**config.mk**
```make
export PLATFORM = sky130hd
export DESIGN_NAME = rtcm_frame_type_filter_unit
export DESIGN_NICKNAME = d
export VERILOG_FILES = /design/src/rtl/rtcmf_pkg.sv /design/src/rtl/rtcmf_outbuf.sv /design/src/rtl/rtcm_frame_type_filter_unit.sv
export VERILOG_INCLUDE_DIRS = /design/src /design/src/rtl
export SDC_FILE = /design/constraint.sdc
export NUM_CORES = 1
export LEC_CHECK = 0
export BUFFER_PORTS_ARGS = -buffer_cell sky130_fd_sc_hd__buf_4
export CAP_MARGIN = 20
export CORE_MARGIN = 1
export CORE_UTILIZATION = 32
export DETAILED_ROUTE_END_ITERATION = 8
export SLEW_MARGIN = 20
export SYNTH_ARGS = -nofsm -noshare
export SYNTH_HDL_FRONTEND = slang
export SYNTH_SLANG_ARGS = --single-unit
```
**constraint.sdc**
```tcl
create_clock -name clk_i -period 5.05 [get_ports clk_i]
set_input_delay 0.7575 -clock clk_i [delete_from_list [all_inputs] [get_ports clk_i]]
set_output_delay 0.7575 -clock clk_i [all_outputs]
set_load 0.01 [all_outputs]
```
**src/rtl/rtcm_frame_type_filter_unit_macros.svh**
```systemverilog
// Assertion macros for the RTCM3 frame filter.
// Used by the top level; relies on clk_i and rst_ni being in scope.
`ifndef RTCM_FRAME_TYPE_FILTER_UNIT_MACROS_SVH
`define RTCM_FRAME_TYPE_FILTER_UNIT_MACROS_SVH

// Same-cycle implication, sampled on the rising clock edge outside reset.
`define RTCMF_ASSERT_NOW(label, ante, cons) \
  label: assert property (@(posedge clk_i) disable iff (!rst_ni) (ante) |-> (cons)) \
    else $error("rtcmf: same-cycle check failed");

// Next-cycle implication, sampled on the rising clock edge outside reset.
`define RTCMF_ASSERT_NEXT(label, ante, cons) \
  label: assert property (@(posedge clk_i) disable iff (!rst_ni) (ante) |=> (cons)) \
    else $error("rtcmf: next-cycle check failed");

`endif

```
**src/rtl/rtcmf_pkg.sv**
```systemverilog
// Package for the RTCM3 frame filter: framing constants, register indexes
// and the result-burst type shared by the top level and the output buffer.
package rtcmf_pkg;

  // Frame layout.
  localparam logic [7:0]  PREAMBLE       = 8'hD3;
  localparam logic [15:0] LEN_MASK       = 16'h3FFF;
  localparam logic [11:0] TYPE_MASK      = 12'h0FFF;
  localparam int unsigned FRAME_OVERHEAD = 6;
  localparam int unsigned HDR_LEN        = 5;

  // Field widths.
  localparam int unsigned BYTE_W  = 8;
  localparam int unsigned TYPE_W  = 12;
  localparam int unsigned LEN_W   = 14;
  localparam int unsigned REM_W   = 15;
  localparam int unsigned FILL_W  = 3;
  localparam int unsigned CNT_W   = 3;

  // Configuration port.
  localparam int unsigned CFG_IDX_W  = 3;
  localparam int unsigned CFG_DATA_W = 12;
  localparam int unsigned TCOUNT_W   = 3;
  localparam logic [CFG_IDX_W-1:0] CFG_TYPE_COUNT  = 3'd0;
  localparam logic [CFG_IDX_W-1:0] CFG_WANTED_BASE = 3'd1;

  // A group of results caused by one input byte: one streamed byte or a
  // whole five-byte header. Entry 0 leaves first.
  typedef struct packed {
    logic [HDR_LEN-1:0][BYTE_W-1:0] bytes;
    logic [HDR_LEN-1:0]             last;
    logic [CNT_W-1:0]               count;
    logic [TYPE_W-1:0]              ftype;
  } burst_t;

endpackage

```
**src/rtl/rtcmf_outbuf.sv**
```systemverilog
// Output buffer of the RTCM3 frame filter: holds up to one header burst and
// shifts it out one transfer per cycle. Depends on rtcmf_pkg.
module rtcmf_outbuf (
  input  logic                        clk_i,
  input  logic                        rst_ni,
  input  logic                        load_i,
  input  rtcmf_pkg::burst_t           burst_i,
  output logic                        can_load_o,
  output logic                        out_valid_o,
  input  logic                        out_stall_i,
  output logic [rtcmf_pkg::BYTE_W-1:0] out_byte_o,
  output logic [rtcmf_pkg::TYPE_W-1:0] frame_type_o,
  output logic                        frame_last_o,
  output logic                        run_last_o
);

  logic [rtcmf_pkg::HDR_LEN-1:0][rtcmf_pkg::BYTE_W-1:0] slot_q, slot_d;
  logic [rtcmf_pkg::HDR_LEN-1:0]                        last_q, last_d;
  logic [rtcmf_pkg::CNT_W-1:0]                          cnt_q, cnt_d;
  logic [rtcmf_pkg::TYPE_W-1:0]                         type_q, type_d;
  logic                                                 take;

  // A transfer leaves entry 0; the buffer can be refilled once it drains.
  assign out_valid_o = (cnt_q != '0);
  assign take        = out_valid_o && !out_stall_i;
  assign can_load_o  = (cnt_q == '0) ||
                       ((cnt_q == rtcmf_pkg::CNT_W'(1)) && !out_stall_i);

  assign out_byte_o   = slot_q[0];
  assign frame_last_o = last_q[0];
  assign frame_type_o = type_q;
  assign run_last_o   = (cnt_q == rtcmf_pkg::CNT_W'(1));

  // Load a new burst or shift the current one down by one entry.
  always_comb begin
    slot_d = slot_q;
    last_d = last_q;
    cnt_d  = cnt_q;
    type_d = type_q;
    if (load_i) begin
      slot_d = burst_i.bytes;
      last_d = burst_i.last;
      cnt_d  = burst_i.count;
      type_d = burst_i.ftype;
    end else if (take) begin
      for (int i = 0; i < rtcmf_pkg::HDR_LEN - 1; i++) begin
        slot_d[i] = slot_q[i+1];
        last_d[i] = last_q[i+1];
      end
      cnt_d = cnt_q - rtcmf_pkg::CNT_W'(1);
    end
  end

  always_ff @(posedge clk_i or negedge rst_ni) begin
    if (!rst_ni) begin
      cnt_q <= '0;
    end else begin
      cnt_q <= cnt_d;
    end
  end

  // Payload needs no reset.
  always_ff @(posedge clk_i) begin
    slot_q <= slot_d;
    last_q <= last_d;
    type_q <= type_d;
  end

endmodule

```
**src/rtl/rtcm_frame_type_filter_unit.sv**
```systemverilog
// RTCM3 frame filter: takes one received byte per transfer and forwards
// only frames whose 12-bit message type is among the first type_count wanted
// types. Each byte is handled in the cycle it is accepted, so the block takes
// one byte per cycle while the result side keeps up; a wanted header puts
// five results into the output buffer, and input transfers wait for that buffer
// (its last entry may leave in the cycle the next byte is taken). A partial
// header at the end of a buffer is dropped, and a frame cut by a buffer end is
// forwarded truncated with frame_last set on its final byte. No CRC is checked.
// Depends on rtcmf_pkg, rtcmf_outbuf and rtcm_frame_type_filter_unit_macros.svh.
`include "rtcm_frame_type_filter_unit_macros.svh"

module rtcm_frame_type_filter_unit #(
  parameter int unsigned MAX_TYPES = 7
) (
  input  logic                            clk_i,
  input  logic                            rst_ni,
  // Configuration writes.
  input  logic                            cfg_we_i,
  input  logic [rtcmf_pkg::CFG_IDX_W-1:0] cfg_idx_i,
  input  logic [rtcmf_pkg::CFG_DATA_W-1:0] cfg_wdata_i,
  // Byte input.
  input  logic                            in_valid_i,
  output logic                            in_stall_o,
  input  logic [rtcmf_pkg::BYTE_W-1:0]    rx_byte_i,
  input  logic                            buffer_end_i,
  // Result output.
  output logic                            out_valid_o,
  input  logic                            out_stall_i,
  output logic [rtcmf_pkg::BYTE_W-1:0]    out_byte_o,
  output logic [rtcmf_pkg::TYPE_W-1:0]    frame_type_o,
  output logic                            frame_last_o,
  output logic                            run_last_o
);

  logic [rtcmf_pkg::TCOUNT_W-1:0]                        tcount_q;
  logic [MAX_TYPES-1:0][rtcmf_pkg::TYPE_W-1:0]           wanted_q;
  logic [rtcmf_pkg::HDR_LEN-1:0][rtcmf_pkg::BYTE_W-1:0]  win_q, win_d, win_app;
  logic [rtcmf_pkg::FILL_W-1:0]                          fill_q, fill_d, fill_app;
  logic [rtcmf_pkg::REM_W-1:0]                           rem_q, rem_d, rem_hdr;
  logic [rtcmf_pkg::TYPE_W-1:0]                          ctype_q, ctype_d, hdr_type;
  logic [rtcmf_pkg::LEN_W-1:0]                           hdr_len;
  logic                                                  hdr_wanted;
  logic                                                  accept;
  logic                                                  can_load;
  logic                                                  load;
  rtcmf_pkg::burst_t                                     burst;

  assign in_stall_o = !can_load;
  assign accept     = in_valid_i && can_load;

  // Configuration registers; writes to wanted types past MAX_TYPES are dropped.
  always_ff @(posedge clk_i or negedge rst_ni) begin
    if (!rst_ni) begin
      tcount_q <= '0;
      wanted_q <= '0;
    end else if (cfg_we_i) begin
      if (cfg_idx_i == rtcmf_pkg::CFG_TYPE_COUNT) begin
        tcount_q <= cfg_wdata_i[rtcmf_pkg::TCOUNT_W-1:0];
      end
      for (int i = 0; i < MAX_TYPES; i++) begin
        if (cfg_idx_i == rtcmf_pkg::CFG_WANTED_BASE + rtcmf_pkg::CFG_IDX_W'(i)) begin
          wanted_q[i] <= cfg_wdata_i & rtcmf_pkg::TYPE_MASK;
        end
      end
    end
  end

  // Window with the new byte appended; the hunt only starts on a preamble.
  always_comb begin
    win_app  = win_q;
    fill_app = fill_q;
    if (fill_q != '0 || rx_byte_i == rtcmf_pkg::PREAMBLE) begin
      case (fill_q)
        3'd0:    win_app[0] = rx_byte_i;
        3'd1:    win_app[1] = rx_byte_i;
        3'd2:    win_app[2] = rx_byte_i;
        3'd3:    win_app[3] = rx_byte_i;
        default: win_app[4] = rx_byte_i;
      endcase
      fill_app = fill_q + rtcmf_pkg::FILL_W'(1);
    end
  end

  // Header fields and the type match against the wanted registers in use.
  assign hdr_type = rtcmf_pkg::TYPE_W'({win_app[3], win_app[4][7:4]});
  assign hdr_len  = rtcmf_pkg::LEN_W'({win_app[1], win_app[2]} & rtcmf_pkg::LEN_MASK);
  assign rem_hdr  = rtcmf_pkg::REM_W'(hdr_len) +
                    rtcmf_pkg::REM_W'(rtcmf_pkg::FRAME_OVERHEAD - rtcmf_pkg::HDR_LEN);

  always_comb begin
    hdr_wanted = 1'b0;
    for (int i = 0; i < MAX_TYPES; i++) begin
      if ((rtcmf_pkg::TCOUNT_W'(i) < tcount_q) && (wanted_q[i] == hdr_type)) begin
        hdr_wanted = 1'b1;
      end
    end
  end

  // Next state and the results caused by the accepted byte.
  always_comb begin
    win_d       = win_q;
    fill_d      = fill_q;
    rem_d       = rem_q;
    ctype_d     = ctype_q;
    load        = 1'b0;
    burst       = '0;
    burst.ftype = ctype_q;
    if (rem_q != '0) begin
      // Streaming the body of a wanted frame.
      rem_d          = buffer_end_i ? '0 : rem_q - rtcmf_pkg::REM_W'(1);
      load           = 1'b1;
      burst.bytes[0] = rx_byte_i;
      burst.last[0]  = buffer_end_i || (rem_q == rtcmf_pkg::REM_W'(1));
      burst.count    = rtcmf_pkg::CNT_W'(1);
    end else begin
      win_d  = win_app;
      fill_d = fill_app;
      if (fill_app == rtcmf_pkg::FILL_W'(rtcmf_pkg::HDR_LEN)) begin
        if (hdr_wanted) begin
          ctype_d     = hdr_type;
          rem_d       = buffer_end_i ? '0 : rem_hdr;
          load        = 1'b1;
          burst.bytes = win_app;
          burst.last  = {buffer_end_i, 4'b0000};
          burst.count = rtcmf_pkg::CNT_W'(rtcmf_pkg::HDR_LEN);
          burst.ftype = hdr_type;
          fill_d      = '0;
        end else begin
          // Rejected header: drop the preamble, resync on the next one.
          if (win_app[1] == rtcmf_pkg::PREAMBLE) begin
            win_d[3:0] = win_app[4:1];
            fill_d     = rtcmf_pkg::FILL_W'(4);
          end else if (win_app[2] == rtcmf_pkg::PREAMBLE) begin
            win_d[2:0] = win_app[4:2];
            fill_d     = rtcmf_pkg::FILL_W'(3);
          end else if (win_app[3] == rtcmf_pkg::PREAMBLE) begin
            win_d[1:0] = win_app[4:3];
            fill_d     = rtcmf_pkg::FILL_W'(2);
          end else if (win_app[4] == rtcmf_pkg::PREAMBLE) begin
            win_d[0]   = win_app[4];
            fill_d     = rtcmf_pkg::FILL_W'(1);
          end else begin
            fill_d     = '0;
          end
        end
      end
      // A buffer end drops any partial header.
      if (buffer_end_i) begin
        fill_d = '0;
      end
    end
  end

  always_ff @(posedge clk_i or negedge rst_ni) begin
    if (!rst_ni) begin
      win_q   <= '0;
      fill_q  <= '0;
      rem_q   <= '0;
      ctype_q <= '0;
    end else if (accept) begin
      win_q   <= win_d;
      fill_q  <= fill_d;
      rem_q   <= rem_d;
      ctype_q <= ctype_d;
    end
  end

  // Output buffer.
  rtcmf_outbuf u_outbuf (
    .clk_i        (clk_i),
    .rst_ni       (rst_ni),
    .load_i       (accept && load),
    .burst_i      (burst),
    .can_load_o   (can_load),
    .out_valid_o  (out_valid_o),
    .out_stall_i  (out_stall_i),
    .out_byte_o   (out_byte_o),
    .frame_type_o (frame_type_o),
    .frame_last_o (frame_last_o),
    .run_last_o   (run_last_o)
  );

  // The header window stays empty while a frame body is streaming.
  `RTCMF_ASSERT_NOW(a_window_idle_in_body, rem_q != '0, fill_q == '0)
  // The window never holds a complete header between bytes.
  `RTCMF_ASSERT_NOW(a_window_partial, fill_q != '0, fill_q < rtcmf_pkg::FILL_W'(rtcmf_pkg::HDR_LEN))
  // A body byte appears at the head of the buffer in the next cycle.
  `RTCMF_ASSERT_NEXT(a_body_forwarded, accept && rem_q != '0, out_valid_o && out_byte_o == $past(rx_byte_i) && run_last_o)
  // Frame end is flagged exactly when the count runs out or the buffer ends.
  `RTCMF_ASSERT_NEXT(a_body_last, accept && rem_q != '0, frame_last_o == ($past(buffer_end_i) || $past(rem_q) == rtcmf_pkg::REM_W'(1)))

endmodule

```
; ---- Word level (Yosys, flattened, before mapping)
; Cells that the tools add are included.
[op_classes]
bitwise = 3
n_mux = 51
n_reduce_logical = 38
magnitude_cmp = 7
eq_ne = 25
n_addsub = 4
[op_table]
columns = operator, count
row1 = 2-to-1 mux 32 bit, 4
row2 = 2-to-1 mux 52 bit, 2
row3 = 2-to-1 mux 8 bit, 11
row4 = equality test 12 bit, 7
row5 = 2-to-1 mux 15 bit, 5
row6 = 2-to-1 mux 24 bit, 2
row7 = "equality test 8 bit, second input constant", 5
row8 = 2-to-1 mux 40 bit, 1
row9 = 2-to-1 mux 3 bit, 8
row10 = AND reduction 2 bit, 9
row11 = 2-to-1 mux 16 bit, 1
row12 = "adder 14 x 1 -> 15 bit, second input constant", 1
row13 = "equality test 15 x 1 -> 1 bit, second input constant", 1
row14 = "equality test 3 bit, second input constant", 5
row15 = nonzero test 15 bit, 1
row16 = "subtractor 15 x 1 -> 15 bit, second input constant", 1
row17 = "equality test 3 x 2 -> 1 bit, second input constant", 4
row18 = 2-to-1 mux 12 bit, 1
row19 = 2-to-1 mux 4 bit, 3
row20 = logical AND 1 bit, 11
row21 = 2-to-1 mux 1 bit, 11
row22 = "equality test 3 x 1 -> 1 bit, second input constant", 3
row23 = logical NOT 3 bit, 3
row24 = "< comparator 3 bit, first input constant", 3
row25 = other kinds (14), 25
[word_totals]
inputBits = 29
ff_bits = 217

; ---- Longest topological paths before layout
[depth]
word_depth = 18
mapped_depth = 17
ltp_nobuf = 13

; ---- Cells and area by module
; A second synthesis with hierarchy kept.
[hier_totals]
cells_unflattened = 1346
area_unflattened_um2 = 13274.0
[modules_own_cells]
columns = mod, instances, area_each_um2, seq_area_each_um2, cells_each
row1 = rtcm_frame_type_filter_unit, 1, 10831.6, 3928.8, 1211
row2 = rtcmf_outbuf, 1, 2442.3, 1786.7, 135

; ---- Worst setup path after synthesis
; OpenSTA, ideal clock, no wires.
[synth_path]
path_kind = input -> register
startpoint = in rx_byte_i[2] in the netlist's numbering
endpoint = reg u_outbuf.last_q[0] in the netlist's numbering (enable)
required_time_ps = 4656
arrival_ps = 4070
setup_time_ps = 394
path_stages = 12
slack_ps = 585
n_path_buf = 3
path_cell_list = buf_6 or4b_4 o21ai_2 buf_4 mux2i_1 xnor2_1 nand2_1 o41a_1 o2111ai_2 nand2_1 buf_2 nand2_1
[synth_between]
elab_chain_cells = 17
word_cells_on_any_way = 32
[synth_rtl]
columns = item, line_no
row1 = from (decl), rtcm_frame_type_filter_unit.sv:24  ; input logic [rtcmf_pkg::BYTE_W-1:0] rx_byte_i,
row2 = equality test 8 bit, rtcm_frame_type_filter_unit.sv:72  ; if (fill_q != '0 || rx_byte_i == rtcmf_pkg::PREAMBLE) begin
row3 = logical OR 1 bit, rtcm_frame_type_filter_unit.sv:72
row4 = 2-to-1 mux 40 bit, rtcm_frame_type_filter_unit.sv:72
row5 = equality test 12 bit, rtcm_frame_type_filter_unit.sv:93  ; if ((rtcmf_pkg::TCOUNT_W'(i) < tcount_q) && (wanted_q[i] == hdr_type)) begin
row6 = logical AND 1 bit, rtcm_frame_type_filter_unit.sv:93
row7 = 2-to-1 mux 1 bit (7 in series), rtcm_frame_type_filter_unit.sv:93
row8 = 2-to-1 mux 1 bit, rtcm_frame_type_filter_unit.sv:119  ; if (hdr_wanted) begin
row9 = 2-to-1 mux 1 bit *, rtcm_frame_type_filter_unit.sv:118  ; if (fill_app == rtcmf_pkg::FILL_W'(rtcmf_pkg::HDR_LEN)) begin
row10 = 2-to-1 mux 1 bit *, rtcm_frame_type_filter_unit.sv:108  ; if (rem_q != '0) begin
row11 = logical AND 1 bit *, rtcm_frame_type_filter_unit.sv:172  ; .load_i (accept && load),
row12 = nonzero test 2 bit (no line) *, n/a
row13 = to (signal assigned), rtcmf_outbuf.sv:65  ; last_q <= last_d;
row14 = to (decl), rtcmf_outbuf.sv:18  ; logic [rtcmf_pkg::HDR_LEN-1:0] last_q, last_d;
; Mark *: on every way between the ends. The rest lies on a longest branch, timed or not.
; A chain may end at the register's enable or synchronous reset.

; ---- Worst setup path in the final report
[layout_path]
startpoint = reg fill_q[0] in the netlist's numbering
endpoint = reg rem_q[6] in the netlist's numbering
[layout_between]
elab_chain_cells = 15
word_cells_on_any_way = 43
[layout_rtl]
columns = item, line_no
row1 = from (decl), rtcm_frame_type_filter_unit.sv:38  ; logic [rtcmf_pkg::FILL_W-1:0] fill_q, fill_d, fill_app;
row2 = from (signal assigned), rtcm_frame_type_filter_unit.sv:162  ; fill_q <= fill_d;
row3 = "equality test 3 x 2 -> 1 bit, or another cell as far along", rtcm_frame_type_filter_unit.sv:73  ; case (fill_q)
row4 = OR reduction 4 bit (no line), n/a
row5 = 2-to-1 mux 8 bit, rtcm_frame_type_filter_unit.sv:73
row6 = 2-to-1 mux 40 bit, rtcm_frame_type_filter_unit.sv:72
row7 = equality test 12 bit, rtcm_frame_type_filter_unit.sv:93
row8 = logical AND 1 bit, rtcm_frame_type_filter_unit.sv:93
row9 = 2-to-1 mux 1 bit (7 in series), rtcm_frame_type_filter_unit.sv:93
row10 = nonzero test 2 bit (no line), n/a
row11 = AND reduction 3 bit (no line), n/a
row12 = to (signal assigned), rtcm_frame_type_filter_unit.sv:163  ; rem_q <= rem_d;
row13 = to (decl), rtcm_frame_type_filter_unit.sv:39  ; logic [rtcmf_pkg::REM_W-1:0] rem_q, rem_d, rem_hdr;
; Parallel ways exist; a longest one is shown, timed or not. The select of a mux whose other input is x is not followed.

==> run summary <==
run status - finished clean
Final nets - 1415
fraction of registers with async set or reset after synthesis - 0.7373
#FFs+latches synth - 217
Syn Nets - 1353
grt total ovfl - 0
area of the core - 39820 µm²
H-tree levels - 1
Post-synth EDFFs - 57
RePlAce Congestion - 0.9479
clock sinks - 217
CP Capture Type - register
routed via count - 10890
largest net degree at the start of global routing - 85
post-synth cell types - 89
top-level I/O count - 53
cell taking the most area after synthesis - dfrtp_1
crit path time final - 4.609 ns
MaxCap Viol Count - 0
worst-path maximum fanout - 11
TritonRoute pass-1 iters - 5
initial antenna violation count - 0
final hold violations - 0
slew at the pin with the worst max-slew slack - 1.031 ns
global-route wire length before repair - 66970 µm
post_cts resized - 0
Total Wirelength - 43880 µm
maximum vdd drop - 0.2914 mV
most frequent cells in the layout - dfrtp_1, nand2_1, buf_4
Synth top area share - 0.3086
Setup TNS - 0 ns
routed length per instance - 22.89 µm
antenna viol nets, final - 0
register area - 5715 µm²
Area Overhead vs Synth - 16.89%
RSZ-0062 raised after global routing - false
Clk Latency, worst-skew pair - 0.57 ns
Startpoint Class - register
Final Instance Area - 15170 µm²
slew margin rel. - 0.3053
sequential cell area fraction in the yosys report - 0.4405
Initial Utilization - 0.3258
Worst R2R Setup Slack - 0.44 ns
pwr dens - 377.4 nW/µm²
WP data arrival - 5.06 ns
top cells by area, synth - dfrtp_1, edfxtp_1, mux2_2
CTS tree - built
clock-pin slew on the worst setup and hold paths - 0.07 ns
Primary FF master, synth - dfrtp_1
Setup Crit Path Kind - register to register
overall routing resource usage - 0.2129
Pleak - 6.063 nW
fraction of layout cells with a size suffix above 1 - 0.2155
routed vias/inst - 5.683
Mapped Cells - 1313
Die ar. - 41360 µm²
WHS - 0.2721 ns
number of remaining DRC errors - 0
clk_skew - 0.02734 ns
Cell Area, Synth - 12970 µm²
# diodes - 0
Clock Tree Root - clkbuf_16
Hold WC Path Type - primary input to asynchronous set/reset pin
placed inst area - 14270 µm²
Starting DRT DRC Count - 983
Post-CTS Hold Fix Bufs - 0
most common cell after layout, fill and taps aside - dfrtp_1
YS warnings - 0
FP Rows - 73
critical path required time - 5.50 ns
Die Y - 203.4 µm
vias in the first global route - 10850
Slew Limit Fails - 0
Multi-input gate area - 6708 µm²
post-CTS setup buffer count - 0
Post-Syn Area per Cell - 9.882 µm²
Die Width - 203.4 µm
Clock Path Buffers - 3
fmax - 217.0 MHz
number of fill cells - 4063
fin crit share - 0.9127
number of buffers created by CTS - 25
HPWL Detailed - 32240 µm
PortBufs - 52
setup violators final - 0
worst paths after layout:
path                       startpoint           end  cells after the start
setup / recovery            fill_q[0]      rem_q[6]                     13
hold / removal                 rst_ni     win_q[10]                      1
setup reg to reg            fill_q[0]      rem_q[6]                     13
hold reg to reg              win_q[7]      win_q[7]                      2
max in group asynchronous      rst_ni  wanted_q[29]                      2
min in group clk_i           win_q[7]      win_q[7]                      2
area by class of cell:
cell class	instances	share of cell area
clock inverters	12	0.01361
inverters	48	0.01188
clock buffers	32	0.04562
flip-flops and latches	217	0.3769
multi-input cells	956	0.4423
repair buffers	127	0.06641
well taps	525	0.04331
kinds of logic (layout without fill, tap and decap cells):
logic type,after synthesis,count (layout),share of synthesized area
and+or+nand+nor,380,380,0.1496
xor gates and xnor gates,105,105,0.07088
buffers and inverters,140,219,0.04658
DFF,217,217,0.4405
AOI/OAI and AO/OA,323,323,0.1649
muxes,137,137,0.1170
adders and majority gates,11,11,0.01061
layer usage:
| layer | global-route usage | routed length [µm] |
|---|---|---|
| met5 | 0 | 0 |
| met4 | 0.08754 | 1917 |
| met3 | 0.02764 | 2387 |
| met2 | 0.3560 | 20750 |
| met1 | 0.2768 | 18820 |
where the power goes:
group / switching, W / total [W] / internal, W
clock network: 0.000770 / 0.00200 / 0.00123
registers: 0.000287 / 0.00247 / 0.00218
logic: 0.000696 / 0.00126 / 0.000561
total: 0.00175 / 0.00572 / 0.00397
worst max-delay path: stages, from the launching register on:
cell and delay, ns:
dfrtp_1 0.47, ha_1 0.20, ha_1 0.48, buf_4 0.25, nand2_1 0.11, o2bb2ai_1 0.37, nor2_2 0.08, xnor2_1 0.19
nor4_1 0.55, a211oi_1 0.23, o2111ai_2 0.48, nand2_2 0.25, or2_0 0.47, o41ai_2 0.36
through the flow:
stage               instances  setup slack, ns  total power (W)  utilization
global placement         1873           0.3705         0.003730       0.3583
finish                   1917           0.4408         0.005724       0.3808
CTS                      1917           0.5164         0.005759       0.3808
detailed placement       1873           0.2985         0.003753       0.3583
floorplan                1313           0.5851         0.003324            -
global route             1917          0.09129         0.005996       0.3808
flip-flops by register name (all words and copies together) (netlist names):
name / cells
u_outbuf.frame_type_o: 12
wanted_q: 84
u_outbuf.cnt_q: 3
u_outbuf.out_byte_o: 8
rem_q: 15
ctype_q: 12
u_outbuf.slot_q: 32
fill_q: 3
tcount_q: 3
win_q: 40
u_outbuf.last_q: 5
synth_stat cells, types with 35 or more instances:
library cell / number
nor2_1: 67
xnor2_1: 61
mux2i_1: 35
xor2_1: 44
clkbuf_1: 43
edfxtp_1: 57
inv_1: 48
dfrtp_1: 160
a21oi_1: 62
nand2_1: 125
o21ai_0: 95
mux2_2: 98
Power figures use the tool's default switching activity.
